### config.mk
export PLATFORM = sky130hd
export DESIGN_NAME = arctan_series_evaluator
export DESIGN_NICKNAME = d
export VERILOG_FILES = /design/src/hdl/ase_pkg.sv /design/src/hdl/arctan_series_evaluator.sv /design/src/hdl/ase_mul.sv /design/src/hdl/ase_div.sv
export SDC_FILE = /design/constraint.sdc
export NUM_CORES = 2
export LEC_CHECK = 0
export BUFFER_PORTS_ARGS = -buffer_cell sky130_fd_sc_hd__buf_2
export CAP_MARGIN = 25
export CORE_UTILIZATION = 59
export DETAILED_ROUTE_END_ITERATION = 8
export PLACE_DENSITY_LB_ADDON = 0.05
export SKIP_LAST_GASP = 1
export SLEW_MARGIN = 25
export SYNTH_ARGS = -nofsm -noshare
export SYNTH_HDL_FRONTEND = slang
export SYNTH_SLANG_ARGS = --single-unit
### constraint.sdc
create_clock -name clock -period 11.9 [get_ports clock]
set_input_delay 3.57 -clock clock [delete_from_list [all_inputs] [get_ports clock]]
set_output_delay 3.57 -clock clock [all_outputs]
set_load 0.01 [all_outputs]
### src/hdl/ase_pkg.sv
// Package for the arctan series evaluator: widths, limits and sequencer states.
// No dependencies.
package ase_pkg;
   localparam int DataWidth = 64;
   localparam int FracBits = 62;
   localparam int TolWidth = 63;
   localparam int CountWidth = 11;
   localparam int MaxTerms = 1024;
   localparam int TermWidth = 17;
   localparam logic [DataWidth-1:0] MagCap = {1'b0, {(DataWidth-1){1'b1}}};

   typedef enum logic [3:0] {
      ST_IDLE, ST_SQ_MUL, ST_SQ_WAIT, ST_DIV, ST_ACC, ST_PW_MUL, ST_PW_WAIT, ST_DONE
   } seq_state_type;

   typedef struct packed {
      logic start;
      logic [DataWidth-1:0] a;
      logic [DataWidth-1:0] b;
   } mul_req_type;

   typedef struct packed {
      logic start;
      logic [DataWidth-1:0] dividend;
      logic [TermWidth-1:0] divisor;
   } div_req_type;
endpackage

### src/hdl/arctan_series_evaluator.sv
// Top level of the arctan series evaluator: sequencer, accumulator, tolerance register.
// Depends on ase_pkg, ase_mul and ase_div.
//
// One argument at a time. busy is high from the start transfer until the result strobe;
// the result is on the rsp_ ports for one cycle and cannot be held off. The sequence: square
// x, then per term issue the divide, wait on the bit-serial divider, accumulate, and
// multiply for the next power. busy drops in the cycle after the result strobe; the
// number of terms N is at most 1024.
module arctan_series_evaluator (
   input  logic clock,
   input  logic reset,
   input  logic start,
   output logic busy,
   input  logic signed [63:0] req_x_value,
   input  logic csr_write_enable,
   input  logic [62:0] csr_write_data,
   output logic rsp_valid,
   output logic signed [63:0] rsp_arctan_sum,
   output logic [10:0] rsp_term_count,
   output logic rsp_converged
);
   ase_pkg::seq_state_type state_ff, state_in;
   logic [62:0] tol_ff;
   logic [63:0] x2_ff, x2_in, pw_ff, pw_in, tmag_ff, tmag_in;
   logic signed [63:0] sum_ff, sum_in;
   logic neg_ff, neg_in, conv_ff, conv_in;
   logic [ase_pkg::TermWidth-1:0] n_ff, n_in;
   ase_pkg::mul_req_type mreq;
   ase_pkg::div_req_type dreq;
   logic mdone, ddone;
   logic [63:0] mres, dres, mag;
   logic signed [64:0] wide;

   ase_mul u_mul (.clock, .reset, .req(mreq), .done(mdone), .result(mres));
   ase_div u_div (.clock, .reset, .req(dreq), .done(ddone), .quotient(dres));

   always_comb begin
      mag = req_x_value[63] ? (~req_x_value + 64'd1) : req_x_value;
      if (mag > ase_pkg::MagCap) mag = ase_pkg::MagCap;
   end

   assign wide = neg_ff ? ({sum_ff[63], sum_ff} - {1'b0, tmag_ff})
                        : ({sum_ff[63], sum_ff} + {1'b0, tmag_ff});

   always_comb begin
      state_in = state_ff;
      x2_in = x2_ff;
      pw_in = pw_ff;
      tmag_in = tmag_ff;
      sum_in = sum_ff;
      neg_in = neg_ff;
      conv_in = conv_ff;
      n_in = n_ff;
      mreq = '0;
      dreq = '0;
      case (state_ff)
         ase_pkg::ST_IDLE: begin
            if (start) begin
               pw_in = mag;
               neg_in = req_x_value[63];
               sum_in = '0;
               n_in = ase_pkg::TermWidth'(1);
               conv_in = 1'b0;
               mreq.start = 1'b1;
               mreq.a = mag;
               mreq.b = mag;
               state_in = ase_pkg::ST_SQ_WAIT;
            end
         end
         ase_pkg::ST_SQ_WAIT: begin
            if (mdone) begin
               x2_in = mres;
               state_in = ase_pkg::ST_DIV;
            end
         end
         ase_pkg::ST_DIV: begin
            dreq.start = 1'b1;
            dreq.dividend = pw_ff;
            dreq.divisor = {n_ff[ase_pkg::TermWidth-2:0], 1'b0} - ase_pkg::TermWidth'(1);
            state_in = ase_pkg::ST_ACC;
         end
         ase_pkg::ST_ACC: begin
            if (ddone) begin
               tmag_in = dres;
               state_in = ase_pkg::ST_PW_MUL;
            end
         end
         ase_pkg::ST_PW_MUL: begin
            if (wide > 65'sh0_7FFF_FFFF_FFFF_FFFF) sum_in = 64'sh7FFF_FFFF_FFFF_FFFF;
            else if (wide < -65'sh0_8000_0000_0000_0000) sum_in = {1'b1, 63'd0};
            else sum_in = wide[63:0];
            if (tmag_ff < {1'b0, tol_ff}) begin
               conv_in = 1'b1;
               state_in = ase_pkg::ST_DONE;
            end else if (n_ff == ase_pkg::TermWidth'(ase_pkg::MaxTerms)) begin
               state_in = ase_pkg::ST_DONE;
            end else begin
               mreq.start = 1'b1;
               mreq.a = pw_ff;
               mreq.b = x2_ff;
               state_in = ase_pkg::ST_PW_WAIT;
            end
         end
         ase_pkg::ST_PW_WAIT: begin
            if (mdone) begin
               pw_in = mres;
               neg_in = ~neg_ff;
               n_in = n_ff + ase_pkg::TermWidth'(1);
               state_in = ase_pkg::ST_DIV;
            end
         end
         ase_pkg::ST_DONE: state_in = ase_pkg::ST_IDLE;
         default: state_in = ase_pkg::ST_IDLE;
      endcase
   end

   always_ff @(posedge clock) begin
      if (reset) begin
         state_ff <= ase_pkg::ST_IDLE;
         tol_ff <= 63'd1;
      end else begin
         state_ff <= state_in;
         if (csr_write_enable) tol_ff <= csr_write_data;
      end
      x2_ff <= x2_in;
      pw_ff <= pw_in;
      tmag_ff <= tmag_in;
      sum_ff <= sum_in;
      neg_ff <= neg_in;
      conv_ff <= conv_in;
      n_ff <= n_in;
   end

   assign busy = (state_ff != ase_pkg::ST_IDLE);
   assign rsp_valid = (state_ff == ase_pkg::ST_DONE);
   assign rsp_arctan_sum = sum_ff;
   assign rsp_converged = conv_ff;
   assign rsp_term_count = conv_ff ? n_ff[ase_pkg::CountWidth-1:0] : '0;

   a_done_single: assert property (@(posedge clock) disable iff (reset)
      rsp_valid |=> !rsp_valid) else $error("result strobe longer than one cycle");
   a_start_busy: assert property (@(posedge clock) disable iff (reset)
      (start && !busy) |=> busy) else $error("start transfer not taken");
   a_n_range: assert property (@(posedge clock) disable iff (reset)
      busy |-> (n_ff <= ase_pkg::TermWidth'(ase_pkg::MaxTerms))) else $error("term count overrun");
endmodule

### src/hdl/ase_mul.sv
// Multi-cycle fixed-point multiplier: (a*b)>>FracBits saturated, one 32x32 product a cycle.
// Depends on ase_pkg.
module ase_mul (
   input  logic clock,
   input  logic reset,
   input  ase_pkg::mul_req_type req,
   output logic done,
   output logic [ase_pkg::DataWidth-1:0] result
);
   logic [1:0] step_ff, step_in;
   logic busy_ff, busy_in;
   logic [63:0] a_ff, a_in, b_ff, b_in;
   logic [127:0] acc_ff, acc_in;
   logic [31:0] opa, opb;
   logic [63:0] prod;
   logic [127:0] shifted;
   logic done_ff, done_in;

   always_comb begin
      case (step_ff)
         2'd0: begin opa = a_ff[31:0];  opb = b_ff[31:0];  end
         2'd1: begin opa = a_ff[31:0];  opb = b_ff[63:32]; end
         2'd2: begin opa = a_ff[63:32]; opb = b_ff[31:0];  end
         default: begin opa = a_ff[63:32]; opb = b_ff[63:32]; end
      endcase
   end

   assign prod = opa * opb;

   always_comb begin
      case (step_ff)
         2'd0: shifted = {64'd0, prod};
         2'd3: shifted = {prod, 64'd0};
         default: shifted = {32'd0, prod, 32'd0};
      endcase
   end

   always_comb begin
      busy_in = busy_ff;
      step_in = step_ff;
      a_in = a_ff;
      b_in = b_ff;
      acc_in = acc_ff;
      done_in = 1'b0;
      if (req.start) begin
         busy_in = 1'b1;
         step_in = 2'd0;
         a_in = req.a;
         b_in = req.b;
         acc_in = '0;
      end else if (busy_ff) begin
         acc_in = acc_ff + shifted;
         step_in = step_ff + 2'd1;
         if (step_ff == 2'd3) begin
            busy_in = 1'b0;
            done_in = 1'b1;
         end
      end
   end

   always_ff @(posedge clock) begin
      if (reset) begin
         busy_ff <= 1'b0;
         step_ff <= '0;
         done_ff <= 1'b0;
      end else begin
         busy_ff <= busy_in;
         step_ff <= step_in;
         done_ff <= done_in;
      end
      a_ff <= a_in;
      b_ff <= b_in;
      acc_ff <= acc_in;
   end

   // hi bits at and above FracBits+63 force saturation
   assign result = (acc_ff[127:ase_pkg::FracBits+ase_pkg::DataWidth] != '0 ||
                    acc_ff[ase_pkg::FracBits+ase_pkg::DataWidth-1])
                   ? ase_pkg::MagCap
                   : acc_ff[ase_pkg::FracBits +: ase_pkg::DataWidth];
   assign done = done_ff;
endmodule

### src/hdl/ase_div.sv
// Restoring divider, one quotient bit a cycle: 64-bit magnitude by a 17-bit odd number.
// Depends on ase_pkg.
module ase_div (
   input  logic clock,
   input  logic reset,
   input  ase_pkg::div_req_type req,
   output logic done,
   output logic [ase_pkg::DataWidth-1:0] quotient
);
   logic busy_ff, busy_in, done_ff, done_in;
   logic [6:0] cnt_ff, cnt_in;
   logic [63:0] q_ff, q_in;
   logic [ase_pkg::TermWidth-1:0] d_ff, d_in;
   logic [ase_pkg::TermWidth:0] r_ff, r_in, trial;

   assign trial = {r_ff[ase_pkg::TermWidth-1:0], q_ff[63]};

   always_comb begin
      busy_in = busy_ff;
      cnt_in = cnt_ff;
      q_in = q_ff;
      d_in = d_ff;
      r_in = r_ff;
      done_in = 1'b0;
      if (req.start) begin
         busy_in = 1'b1;
         cnt_in = '0;
         q_in = req.dividend;
         d_in = req.divisor;
         r_in = '0;
      end else if (busy_ff) begin
         if (trial >= {1'b0, d_ff}) begin
            r_in = trial - {1'b0, d_ff};
            q_in = {q_ff[62:0], 1'b1};
         end else begin
            r_in = trial;
            q_in = {q_ff[62:0], 1'b0};
         end
         cnt_in = cnt_ff + 7'd1;
         if (cnt_ff == 7'd63) begin
            busy_in = 1'b0;
            done_in = 1'b1;
         end
      end
   end

   always_ff @(posedge clock) begin
      if (reset) begin
         busy_ff <= 1'b0;
         done_ff <= 1'b0;
         cnt_ff <= '0;
      end else begin
         busy_ff <= busy_in;
         done_ff <= done_in;
         cnt_ff <= cnt_in;
      end
      q_ff <= q_in;
      d_ff <= d_in;
      r_ff <= r_in;
   end

   assign done = done_ff;
   assign quotient = q_ff;
endmodule

==> summary.md <==
| Metric | Value |
|---|---|
| Min-delay worst type | flop to flop |
| EDFF count, synth | 484 |
| Clk slew on worst S/H paths | 0.06 ns |
| Max frequency | 82.3 MHz |
| GRT Util Overall | 44.4% |
| Vias in the first global route | 71200 |
| Initial core utilization | 59.6% |
| First-pass GRT wire length | 445 mm |
| Final number of hold-violating endpoints | 0 |
| Endpoints failing setup | 18 |
| Placed cell area | 89400 um^2 |
| GP Congestion | 1.06 |
| Ys Warns | 0 |
| Vias/cell | 6.15 |
| Setup ws final | -0.252 ns |
| Clk_lat worst skew | 0.72 ns |
| Share of cells above drive strength 1 | 21.8% |
| Crit end category | flop |
| Synthesized area | 78600 um^2 |
| Largest net degree at the start of global routing | 176 |
| IO Pins | 209 |
| Max_cap viols | 0 |
| Post-synthesis mux area share | 3.74% |
| Filler cells | 9766 |
| Average wire per standard cell | 25.9 um |
| CP bufs+invs | 10 |
| Clock Tree Buf Depth | 3 |
| Number of DRC markers in iteration 0 | 8723 |
| DRC | 0 |
| Cell variety after synth | 88 |
| Violated checks | setup timing |
| Routed Antenna Nets | 0 |
| Crit path max fanout | 11 |
| Seq/Total Area, Yosys | 24.2% |
| Drt pass-1 iters | 9 |
| Synth Area per Inst | 8.91 um^2 |
| Critical setup path kind | flop to flop |
| Worst hold start | u_div.quotient[62] |
| Pins Over Slew Limit | 0 |
| Combinational family with the most area after synthesis | adder cells |
| Status | finished with violations |
| Final period util | 102% |
| Synth Area in XOR/XNOR | 4.22% |
| Setup tns final | -1.78 ns |
| Ys async rst share | 0% |
| Complex-gate fraction of the synthesized area | 12.7% |
| Syn-to-layout area delta | 23.7% |
| Startpoint class of the critical path | flop |
| Final Cell Area | 97200 um^2 |
| Area occupied by multi-input gates | 56800 um^2 |
| Simple-gate share of the synthesized area | 16.0% |
| Crit path arrival time | 12.75 ns |
| Critical path origin | u_mul.step_ff[1] |
| Vert. Die Dim | 367 um |
| Adder-Cell Fraction of Synth Area | 31.6% |
| Sink Count | 708 |
| Hold WS | 0.443 ns |
| H-tree depth | 3 |
| Core Rows | 133 |
| CP max stage delay | 0.62 ns |
| Dominant cell type by area after synthesis | fa_1 |
| Total Wirelength | 305 mm |
| Crit path max-delay family | adder cells |
| Register Area | 19000 um^2 |
| Residual overflow from global routing | 0 |
| DIE AREA | 135000 um^2 |
| Main synth FF type | edfxtp_1 |
| Number of port buffers | 208 |
| Total number of vias | 72400 |
| DP HPWL | 243 mm |
| Commonest cells post-synth | nor2_1, inv_1, nand2_1 |
| CTS Root Cell | clkbuf_16 |
| CTS tree | done |
| FF-to-FF setup slack | -0.25 ns |
| Relative slew slack | 27.4% |
| Core area | 132000 um^2 |
| Pre-CTS setup slack | -1.09 ns |
| Antenna violations before repair | 27 |
| Most common cell in the netlist | nor2_1 |
| Reg-to-Reg Start | u_mul.step_ff[1] |
| Cells after synthesis | 8822 |
| Die span in x | 367 um |
| Synth top area cells | fa_1, edfxtp_1, ha_1 |
| Total CTS buffers | 80 |
| Crit-path slowest cell | fa_2 |
| Top cell type's share of synthesized area | 22.9% |
| Crit path time final | 12.15 ns |
| Clk_skew | 0.0616 ns |
| RSZ-0062 raised after global routing | true |
| Yosys reg bits | 708 |
| Worst-margin pin slew | 1.09 ns |
| Nets | 11500 |
| Critical Path RT | 12.49 ns |
==> state kept, by name (all words and copies together), names as in the netlist, 2 cells and up <==
| register | flops |
|---|---|
| rsp_arctan_sum | 64 |
| u_div.d_ff | 17 |
| u_div.quotient | 64 |
| u_mul.acc_ff | 128 |
| tol_ff | 63 |
| u_div.r_ff | 17 |
| u_div.cnt_ff | 7 |
| n_ff | 17 |
| x2_ff | 64 |
| pw_ff | 64 |
| state_ff | 3 |
| u_mul.b_ff | 64 |
| u_mul.a_ff | 64 |
| tmag_ff | 64 |
| u_mul.step_ff | 2 |
==> routing by layer <==
layer  up-vias  routed length, um  GRT usage, %
li1      31400                  -             -
met1     35300             112000          57.9
met2      4619             130000          66.1
met3      1060              37500          10.8
met4         6              25900          28.5
met5         -                 35         0.677
==> placed cells by master (no fill, tap or decap), drive strengths merged, types with 25 or more instances in the layout <==
| cell | count |
|---|---|
| a211oi | 25 |
| a21boi | 25 |
| a21o | 311 |
| a21oi | 491 |
| a22o | 48 |
| a31oi | 59 |
| and2 | 87 |
| and3 | 33 |
| buf | 1469 |
| clkbuf | 104 |
| clkinv | 30 |
| dfxtp | 224 |
| diode | 25 |
| edfxtp | 484 |
| fa | 899 |
| ha | 549 |
| inv | 1122 |
| mux2 | 66 |
| mux2i | 219 |
| nand2 | 941 |
| nand2b | 111 |
| nand3 | 101 |
| nand4 | 106 |
| nor2 | 1196 |
| nor2b | 48 |
| nor3 | 90 |
| nor4 | 37 |
| o21a | 35 |
| o21ai | 321 |
| o21bai | 69 |
| o31ai | 36 |
| or2 | 25 |
| or3 | 39 |
| xnor2 | 262 |
| xor2 | 117 |
==> stage by stage <==
stage | utilization (%) | cells
2_1_floorplan | - | 8823
3_3_place_gp | 67.9 | 11400
3_5_place_dp | 67.9 | 11400
4_1_cts | 71.4 | 11700
5_1_grt | 73.7 | 11800
6_report | 73.7 | 11800
==> kinds of logic (layout without fill, tap and decap cells) <==
| kind of cell | after synthesis | after routing |
|---|---|---|
| and+or+nand+nor | 2873 | 2873 |
| adders and majority gates | 1448 | 1448 |
| AOI/OAI and AO/OA | 1573 | 1573 |
| other | 1 | 27 |
| muxes | 285 | 285 |
| buffers and inverters | 1555 | 2736 |
| DFF | 708 | 708 |
| xor gates and xnor gates | 379 | 379 |
==> path summary, 6_finish.rpt <==
check                 endpoint  depth (start not counted)
min reg2reg        tmag_ff[62]                          0
min                tmag_ff[62]                          0
max          u_mul.acc_ff[127]                         47
max reg2reg  u_mul.acc_ff[127]                         47
==> area by class of cell <==
cell class / count / share of cell area, %
sequential: 708 / 19.6
multi-input combinational: 6560 / 58.5
antenna: 25 / 0.0644
clock buffer: 102 / 2.20
clock inverter: 46 / 0.549
inverter: 1117 / 4.33
timing repair buffer: 1471 / 12.5
tap: 1755 / 2.26
==> timing repair <==
action / CTS / global route
resized for setup: 285 / 462
pin swaps: 101 / 269
buffers inserted: 65 / 116
hold buffers: 0 / 0
setup endpoints to repair: 76 / 79
gates cloned: 4 / 2
Power is not shown: default switching activity piles up to over one toggle a cycle in this logic, so the estimate is an artifact.
